[src/design/hmds_pkg.sv]
// ----------------------------------------------------------------------------
// hmds_pkg
// Shared constants for the masked 2x2 height map downsampler.
// ----------------------------------------------------------------------------
package hmds_pkg;

   // default geometry and sample width
   localparam int MAX_WIDTH_DEF   = 1024;
   localparam int HEIGHT_BITS_DEF = 16;

   // width control register
   localparam int CFG_BITS = 11;
   localparam logic [CFG_BITS-1:0] SOURCE_WIDTH_RESET = CFG_BITS'(1024);

   // valid-sample count of one 2x2 block, 0..4
   localparam int CNT_BITS = 3;

endpackage

[src/design/hmds_avg.sv]
// ----------------------------------------------------------------------------
// hmds_avg
// Block averager: divides a 2x2 block sum by its valid count (1..4),
// truncating toward zero, zero for a count of 0. Three register stages with a stall chain.
// ----------------------------------------------------------------------------
module hmds_avg
   import hmds_pkg::*;
#(
   parameter int HEIGHT_BITS = HEIGHT_BITS_DEF
) (
   input  logic                          clock,
   input  logic                          reset,
   input  logic                          in_valid,
   output logic                          in_ready,
   input  logic signed [HEIGHT_BITS+1:0] in_sum,
   input  logic [CNT_BITS-1:0]           in_cnt,
   input  logic                          in_last,
   output logic                          out_valid,
   input  logic                          out_ready,
   output logic [HEIGHT_BITS-1:0]        out_avg,
   output logic                          out_nonzero,
   output logic                          out_last
);

   localparam int BW  = HEIGHT_BITS + 2;
   localparam int K   = BW;
   localparam int PRW = BW + K;
   localparam int RW  = BW + 2;
   localparam logic [K-1:0] RECIP3 = K'((64'd1 << K) / 64'd3);

   // stage 1: block sum and count
   logic                   s1_valid_ff, s1_valid_in;
   logic signed [BW-1:0]   s1_sum_ff;
   logic [CNT_BITS-1:0]    s1_cnt_ff;
   logic                   s1_last_ff;

   // stage 2: magnitude and estimated third
   logic                   s2_valid_ff, s2_valid_in;
   logic [BW-1:0]          s2_mag_ff, s2_mag_in;
   logic [BW-1:0]          s2_q0_ff, s2_q0_in;
   logic                   s2_neg_ff, s2_neg_in;
   logic [CNT_BITS-1:0]    s2_cnt_ff;
   logic                   s2_last_ff;

   // output register
   logic                   out_valid_ff, out_valid_in;
   logic [HEIGHT_BITS-1:0] out_avg_ff, out_avg_in;
   logic                   out_nz_ff, out_nz_in;
   logic                   out_last_ff;

   logic                   out_free, s2_free, s1_free;
   logic [PRW-1:0]         s1_prod;
   logic [RW-1:0]          three_q, rem;
   logic [BW-1:0]          q3, quot;

   // stall chain
   assign out_free = !out_valid_ff || out_ready;
   assign s2_free  = !s2_valid_ff || out_free;
   assign s1_free  = !s1_valid_ff || s2_free;
   assign in_ready = s1_free;

   assign s1_valid_in  = s1_free  ? in_valid    : s1_valid_ff;
   assign s2_valid_in  = s2_free  ? s1_valid_ff : s2_valid_ff;
   assign out_valid_in = out_free ? s2_valid_ff : out_valid_ff;

   // magnitude and reciprocal multiply by one third
   always_comb begin
      s2_neg_in = s1_sum_ff[BW-1];
      s2_mag_in = s2_neg_in ? BW'(-s1_sum_ff) : BW'(s1_sum_ff);
      s1_prod   = PRW'(s2_mag_in) * PRW'(RECIP3);
      s2_q0_in  = s1_prod[PRW-1:K];
   end

   // correct the third and pick the quotient by count
   always_comb begin
      three_q = RW'({s2_q0_ff, 1'b0}) + RW'(s2_q0_ff);
      rem     = RW'(s2_mag_ff) - three_q;
      q3      = (rem >= RW'(3)) ? s2_q0_ff + BW'(1) : s2_q0_ff;
      case (s2_cnt_ff)
         CNT_BITS'(1): quot = s2_mag_ff;
         CNT_BITS'(2): quot = s2_mag_ff >> 1;
         CNT_BITS'(3): quot = q3;
         CNT_BITS'(4): quot = s2_mag_ff >> 2;
         default:      quot = '0;
      endcase
      out_avg_in = HEIGHT_BITS'(s2_neg_ff ? (BW'(0) - quot) : quot);
      out_nz_in  = (s2_cnt_ff != '0);
   end

   // valid flags
   always_ff @(posedge clock) begin
      if (reset) begin
         s1_valid_ff  <= 1'b0;
         s2_valid_ff  <= 1'b0;
         out_valid_ff <= 1'b0;
      end else begin
         s1_valid_ff  <= s1_valid_in;
         s2_valid_ff  <= s2_valid_in;
         out_valid_ff <= out_valid_in;
      end
   end

   // payload registers
   always_ff @(posedge clock) begin
      if (s1_free && in_valid) begin
         s1_sum_ff  <= in_sum;
         s1_cnt_ff  <= in_cnt;
         s1_last_ff <= in_last;
      end
      if (s2_free && s1_valid_ff) begin
         s2_mag_ff  <= s2_mag_in;
         s2_q0_ff   <= s2_q0_in;
         s2_neg_ff  <= s2_neg_in;
         s2_cnt_ff  <= s1_cnt_ff;
         s2_last_ff <= s1_last_ff;
      end
      if (out_free && s2_valid_ff) begin
         out_avg_ff  <= out_avg_in;
         out_nz_ff   <= out_nz_in;
         out_last_ff <= s2_last_ff;
      end
   end

   assign out_valid   = out_valid_ff;
   assign out_avg     = out_avg_ff;
   assign out_nonzero = out_nz_ff;
   assign out_last    = out_last_ff;

endmodule

[config.mk]
export PLATFORM = sky130hd
export DESIGN_NAME = hmds_avg
export DESIGN_NICKNAME = d
export VERILOG_FILES = /design/src/design/hmds_pkg.sv /design/src/design/hmds_avg.sv
export SDC_FILE = /design/constraint.sdc
export NUM_CORES = 1
export LEC_CHECK = 0
export BUFFER_PORTS_ARGS = -buffer_cell sky130_fd_sc_hd__buf_2
export CORE_UTILIZATION = 57
export CTS_CLUSTER_DIAMETER = 150
export DETAILED_ROUTE_END_ITERATION = 8
export GPL_TIMING_DRIVEN = 0
export PLACE_DENSITY = 0.85
export SETUP_SLACK_MARGIN = 0.15
export SLEW_MARGIN = 20
export SYNTH_ARGS = -nofsm -noshare
export SYNTH_HDL_FRONTEND = slang
export SYNTH_SLANG_ARGS = --single-unit
[constraint.sdc]
create_clock -name clock -period 9.5 [get_ports clock]
set_input_delay 1.9 -clock clock [delete_from_list [all_inputs] [get_ports clock]]
set_output_delay 1.9 -clock clock [all_outputs]
set_load 0.02 [all_outputs]
After elaboration in Yosys (flattened, before gate mapping)
Index checks and enable logic that the tools add are counted.
{ "word_totals": {"inputBits": 26, "register_bits": 83, "out_inout_bits": 20} }
{ "classes": {"mux": 4, "n_addsub": 5, "reduce_logical": 10, "n_eq_ne": 4, "n_mul": 1, "magnitude_cmp": 1} }
{ "op_table": {"columns": ["cell", "count"], "rows": [
  ["one-hot mux 16 bit (4 select lines)", 1],
  ["multiplier 18 x 17 -> 35 bit, second input constant", 1],
  ["2-to-1 mux 16 bit", 2],
  [">= comparator 20 x 2 -> 1 bit, second input constant", 1],
  ["subtractor 18 x 19 -> 20 bit", 1],
  ["adder 18 x 17 -> 19 bit", 1],
  ["2-to-1 mux 18 bit", 1],
  ["negation 18 bit", 1],
  ["adder 16 x 1 -> 16 bit, second input constant", 1],
  ["subtractor 1 x 16 -> 16 bit, first input constant", 1],
  ["== test 3 x 2 -> 1 bit, second input constant", 2],
  ["== test 3 x 1 -> 1 bit, second input constant", 1],
  ["== test 3 bit, second input constant", 1],
  ["logical AND 1 bit", 3],
  ["logical NOT 1 bit", 3],
  ["logical OR 1 bit", 3],
  ["nonzero test 3 bit", 1]
]} }

Depth between registers and ports, before layout
{ "depth": {"word_depth": 7, "depth_mapped": 31, "mapped_depth_nobuf": 31} }

Worst setup path after synthesis
OpenSTA, ideal clock, no wires.
{ "synth_path": {"path_type": "flip-flop to flip-flop", "from": "register s1_sum_ff[6]", "to": "register s2_q0_ff[16] (data pin)", "n_path_buf": 0, "path_slack_ns": 1.639, "required_time_ns": 9.236, "arrival_time_ns": 7.597, "synth_period_minus_slack_ns": 7.861, "stages_incl_launch_ff": 27, "cell_sequence": "edfxtp_1 -> or4_1 -> or4_1 -> or2_2 -> or4b_2 -> inv_1 -> ha_1 -> ha_1 -> inv_1 -> fa_1 -> inv_1 -> fa_1 -> inv_1 -> fa_1 -> fa_1 -> inv_1 -> ha_1 -> and3_1 -> a211oi_1 -> o21ai_0 -> and2_1 -> o21a_1 -> o21a_1 -> o21a_1 -> o21a_1 -> o31ai_1 -> xnor2_1"} }
{ "synth_between": {"elab_chain_len": 3} }
{ "synth_lines": {"columns": ["element", "line_no", "source"], "rows": [
  ["start, declared", "hmds_avg.sv:33", "logic signed [BW-1:0] s1_sum_ff;"],
  ["start signal, assigned", "hmds_avg.sv:106", "s1_sum_ff <= in_sum;"],
  ["negation 18 bit", "hmds_avg.sv:69", "s2_mag_in = s2_neg_in ? BW'(-s1_sum_ff) : BW'(s1_sum_ff);"],
  ["2-to-1 mux 18 bit", "hmds_avg.sv:69", null],
  ["net s2_mag_in[17]", "hmds_avg.sv:39", "logic [BW-1:0] s2_mag_ff, s2_mag_in;"],
  ["multiplier 18 x 17 -> 35 bit", "hmds_avg.sv:70", "s1_prod = PRW'(s2_mag_in) * PRW'(RECIP3);"],
  ["net s1_prod[34]", "hmds_avg.sv:52", "logic [PRW-1:0] s1_prod;"],
  ["end signal, assigned", "hmds_avg.sv:112", "s2_q0_ff <= s2_q0_in;"],
  ["end, declared", "hmds_avg.sv:40", "logic [BW-1:0] s2_q0_ff, s2_q0_in;"]
]} }
The timed path passes the listed nets, and every way through them passes these cells.
A chain may end at the register's enable or synchronous reset.

Final worst setup path
Same ends and word-level chain as after synthesis.

==> flow_summary_export.csv <==
group,metric,value,unit
detailed_routing,wl_met1,10200,µm
timing,finalSetupViolCount,0,
timing,finalMaxSlewViolations,0,
die,ios,46,
die,die-area,19500,µm²
detailed_routing,post_drt_wl_per_cell,19.8,µm
worst_setup_path,crit_type,"reg -> reg",
timing,fmax,111,MHz
hold_path,min_path_type,"reg -> reg",
synthesis,yosysSeqAreaShare,0.228,
die,num_rows,50,
worst_setup_path,crit_family,"compound AO/OA/AOI/OAI gates",
grt,grt_pass1_wl,43300,µm
worst_setup_path,crit_fanout,6,
synthesis,synth_xor_area_frac,0.0445,
detailed_routing,wirelength,26800,µm
synthesis,yosysTopAreaCell,"edfxtp_1",
synthesis,synth_compound_area_frac,0.121,
worst_setup_path,path_depth,28,
synthesis,synth_common_cells,"inv_1, ha_1, fa_1",
hold_path,holdPathStages,0,
detailed_routing,drc,0,
job,drv_cap,0,
synthesis,synth_top_area_share,0.222,
synthesis,ys_types,81,
final_layout,stdcell_count,1353,
die,die_w,140,µm
synthesis,synth-adder-area-share,0.418,
clocking,clock_sinks,83,
worst_setup_path,start_kind,"register",
die,core_region_area,18600,µm²
placement,dpl.cell_count,1337,
synthesis,synth_area,10800,µm²
synthesis,async_reset_ff_frac,0,
hold_path,worstHoldEndpoint,"s2_cnt_ff[2]",
detailed_routing,drt_iter0_markers,516,
final_layout,area_growth,8.73,%
worst_setup_path,crit_buf_inv,4,
grt,antenna_found_initial,0,
detailed_routing,met2_length,13600,µm
final_layout,drive_gt1_frac,0.0974,
grt,grt.total_usage,0.289,
clocking,cts-root-buf,"clkbuf_16",
synthesis,synth_most_common_cell,"inv_1",
synthesis,synth_mux_area_frac,0.0102,
timing,finalHoldWorstSlack,0.423,ns
timing,finalClockSkew,0.00885,ns
clocking,ctsHoldBuffers,0,
synthesis,synth_top_family_by_area,"adder cells",
timing,hold_viol,0,
synthesis,syn_area_per_cell,10.2,µm²
clocking,insertion_delay,0.35,ns
final_layout,fin_util,0.631,
worst_setup_path,crit_slowest_cell,"or4_1",
worst_setup_path,regToRegSetupSlack,0.52,ns
hold_path,min_from,"s1_cnt_ff[2]",
worst_setup_path,r2r-start,"s1_sum_ff[6]",
worst_setup_path,reg2reg_depth,28,
synthesis,ys.flop_type,"edfxtp_1",
detailed_routing,dr_wl_met3,1510,µm
timing,tns,0,ns
clocking,cts_tree,"built",
detailed_routing,dr.max_layer_used,"met4",
clocking,clk_pin_slew_worst_paths,0.06,ns
worst_setup_path,arrival,9.07,ns
synthesis,netlist_top_cells_area,"edfxtp_1, ha_1, fa_1, inv_1, xnor2_1",
synthesis,ys_warn_count,0,
synthesis,synth-simple-area-share,0.0879,
timing,tightest_slew,1.06,ns
worst_setup_path,required,9.59,ns
detailed_routing,vias,8110,
synthesis,synthesis.instances,1057,
timing,relSlewSlack,0.286,
detailed_routing,dr.pass1.iters,6,
grt,overflow,0,
clocking,numCtsBuffers,9,
worst_setup_path,crit_path_max_incr_delay,0.62,ns
worst_setup_path,r2r_end,"s2_q0_ff[16]",
grt,grt_start_max_net_pins,25,
timing,rsz0062_at_grt,"false",
placement,place_hpwl,21400,µm
worst_setup_path,crit_path_end_kind,"register",
synthesis,synth_enable_flop_cells,80,
grt,grt_pass1_vias,8640,
timing,final.period_utilization,0.945,
placement,io_buffers,45,
detailed_routing,postRouteAntennaNets,0,
final_layout,fillers,1371,
synthesis,ys_ff_latch,83,
clocking,cts.path.max_buffers,2,
timing,fin_crit,8.98,ns
die,die_h,140,µm
status,status,"finished clean",
detailed_routing,routed_via_density,5.99,
clocking,htreeDepth,3,
die,start_util,0.580,
placement,place.gp.congestion,0.954,
synthesis,syn_nets,1377,
final_layout,nets,1434,
final_layout,n_antenna_cell,0,
[stage by stage]
| stage | area [µm²] | setup slack (ns) |
|---|---|---|
| after floorplan | 10800 | 1.64 |
| after global placement | 11300 | 0.427 |
| after detailed placement | 11400 | 0.363 |
| after CTS | 11700 | 0.249 |
| after global routing | 11800 | 0.213 |
| final | 11800 | 0.524 |
[worst max-delay path by stage]
stage / start / to
after CTS: s1_sum_ff[6] / s2_q0_ff[16]
after global placement: s1_sum_ff[6] / s2_q0_ff[16]
final: s1_sum_ff[6] / s2_q0_ff[16]
after floorplan: s1_sum_ff[6] / s2_q0_ff[16]
after detailed placement: s1_sum_ff[6] / s2_q0_ff[16]
after global routing: s1_sum_ff[6] / s2_q0_ff[16]
[metal layers]
metal | global-route usage | vias up
met5 | 0 | -
met4 | 0.162 | 0
met3 | 0.0509 | 126
met2 | 0.511 | 352
met1 | 0.329 | 3924
li1 | - | 3708
[kinds of logic after synthesis]
family | after synthesis
AO/OA/AOI/OAI | 180
buffers and inverters | 251
flip-flops | 83
AND/OR/NAND/NOR | 183
XOR/XNOR | 55
multiplexers | 11
adder cells (fa/ha/maj) | 294
[registers in the layout, indices dropped and copies added, names as in the netlist]
name	count
out_avg	16
out_last	1
out_nonzero	1
out_valid	1
s1_cnt_ff	3
s1_last_ff	1
s1_sum_ff	18
s1_valid_ff	1
s2_cnt_ff	3
s2_last_ff	1
s2_mag_ff	18
s2_neg_ff	1
s2_q0_ff	17
s2_valid_ff	1
[timing repair]
action | 4_1_cts | 5_1_grt
setup endpoints to repair | 0 | 4
buffers inserted | 0 | 0
hold endpoints to repair | 0 | 0
gates resized for setup | 0 | 4
[layout make-up]
| class | count | area (µm²) | share of cell area |
|---|---|---|---|
| Clock buffer | 10 | 239 | 0.0203 |
| Inverter | 231 | 867 | 0.0737 |
| Tap cell | 234 | 293 | 0.0249 |
| Multi-Input combinational cell | 723 | 7420 | 0.631 |
| Timing Repair Buffer | 46 | 253 | 0.0215 |
| Sequential cell | 83 | 2460 | 0.209 |
| Buffer | 20 | 114 | 0.00968 |
| Clock inverter | 6 | 111 | 0.00947 |
[layout by cell type, fill, tap and decap left out, drive strengths merged, types with 4 or more instances in the layout]
master	netlist	routed
or4	7	7
o21ai	33	33
o21bai	4	4
o21a	13	13
o211ai	8	8
clkbuf	15	25
nor2b	7	7
and3	5	5
a21oi	31	31
a31oi	7	7
edfxtp	80	80
ha	182	182
or2	5	5
nor2	44	44
mux2i	11	11
nand3	18	18
nand4	8	8
nor4	5	5
xor2	10	10
or3	9	9
o41ai	6	6
nor3	8	8
xnor2	45	45
fa	112	112
nand2b	4	4
o221ai	5	5
and2	4	4
inv	231	232
a21o	12	12
a22oi	16	16
nand2	52	52
buf	5	51
a211oi	6	6
o31ai	8	8
[worst register-to-register path, delay by kind of cell, from the launching register on]
| family | cells | cell delay [ns] |
|---|---|---|
| compound gates | 12 | 3.24 |
| xor+xnor | 2 | 0.43 |
| fa+ha+maj | 7 | 3.05 |
| buf+inv | 4 | 0.25 |
| flops | 1 | 0.42 |
| simple gates | 3 | 1.35 |
Power is not shown: default switching activity piles up to over one toggle a cycle in this logic, so the estimate is an artifact.
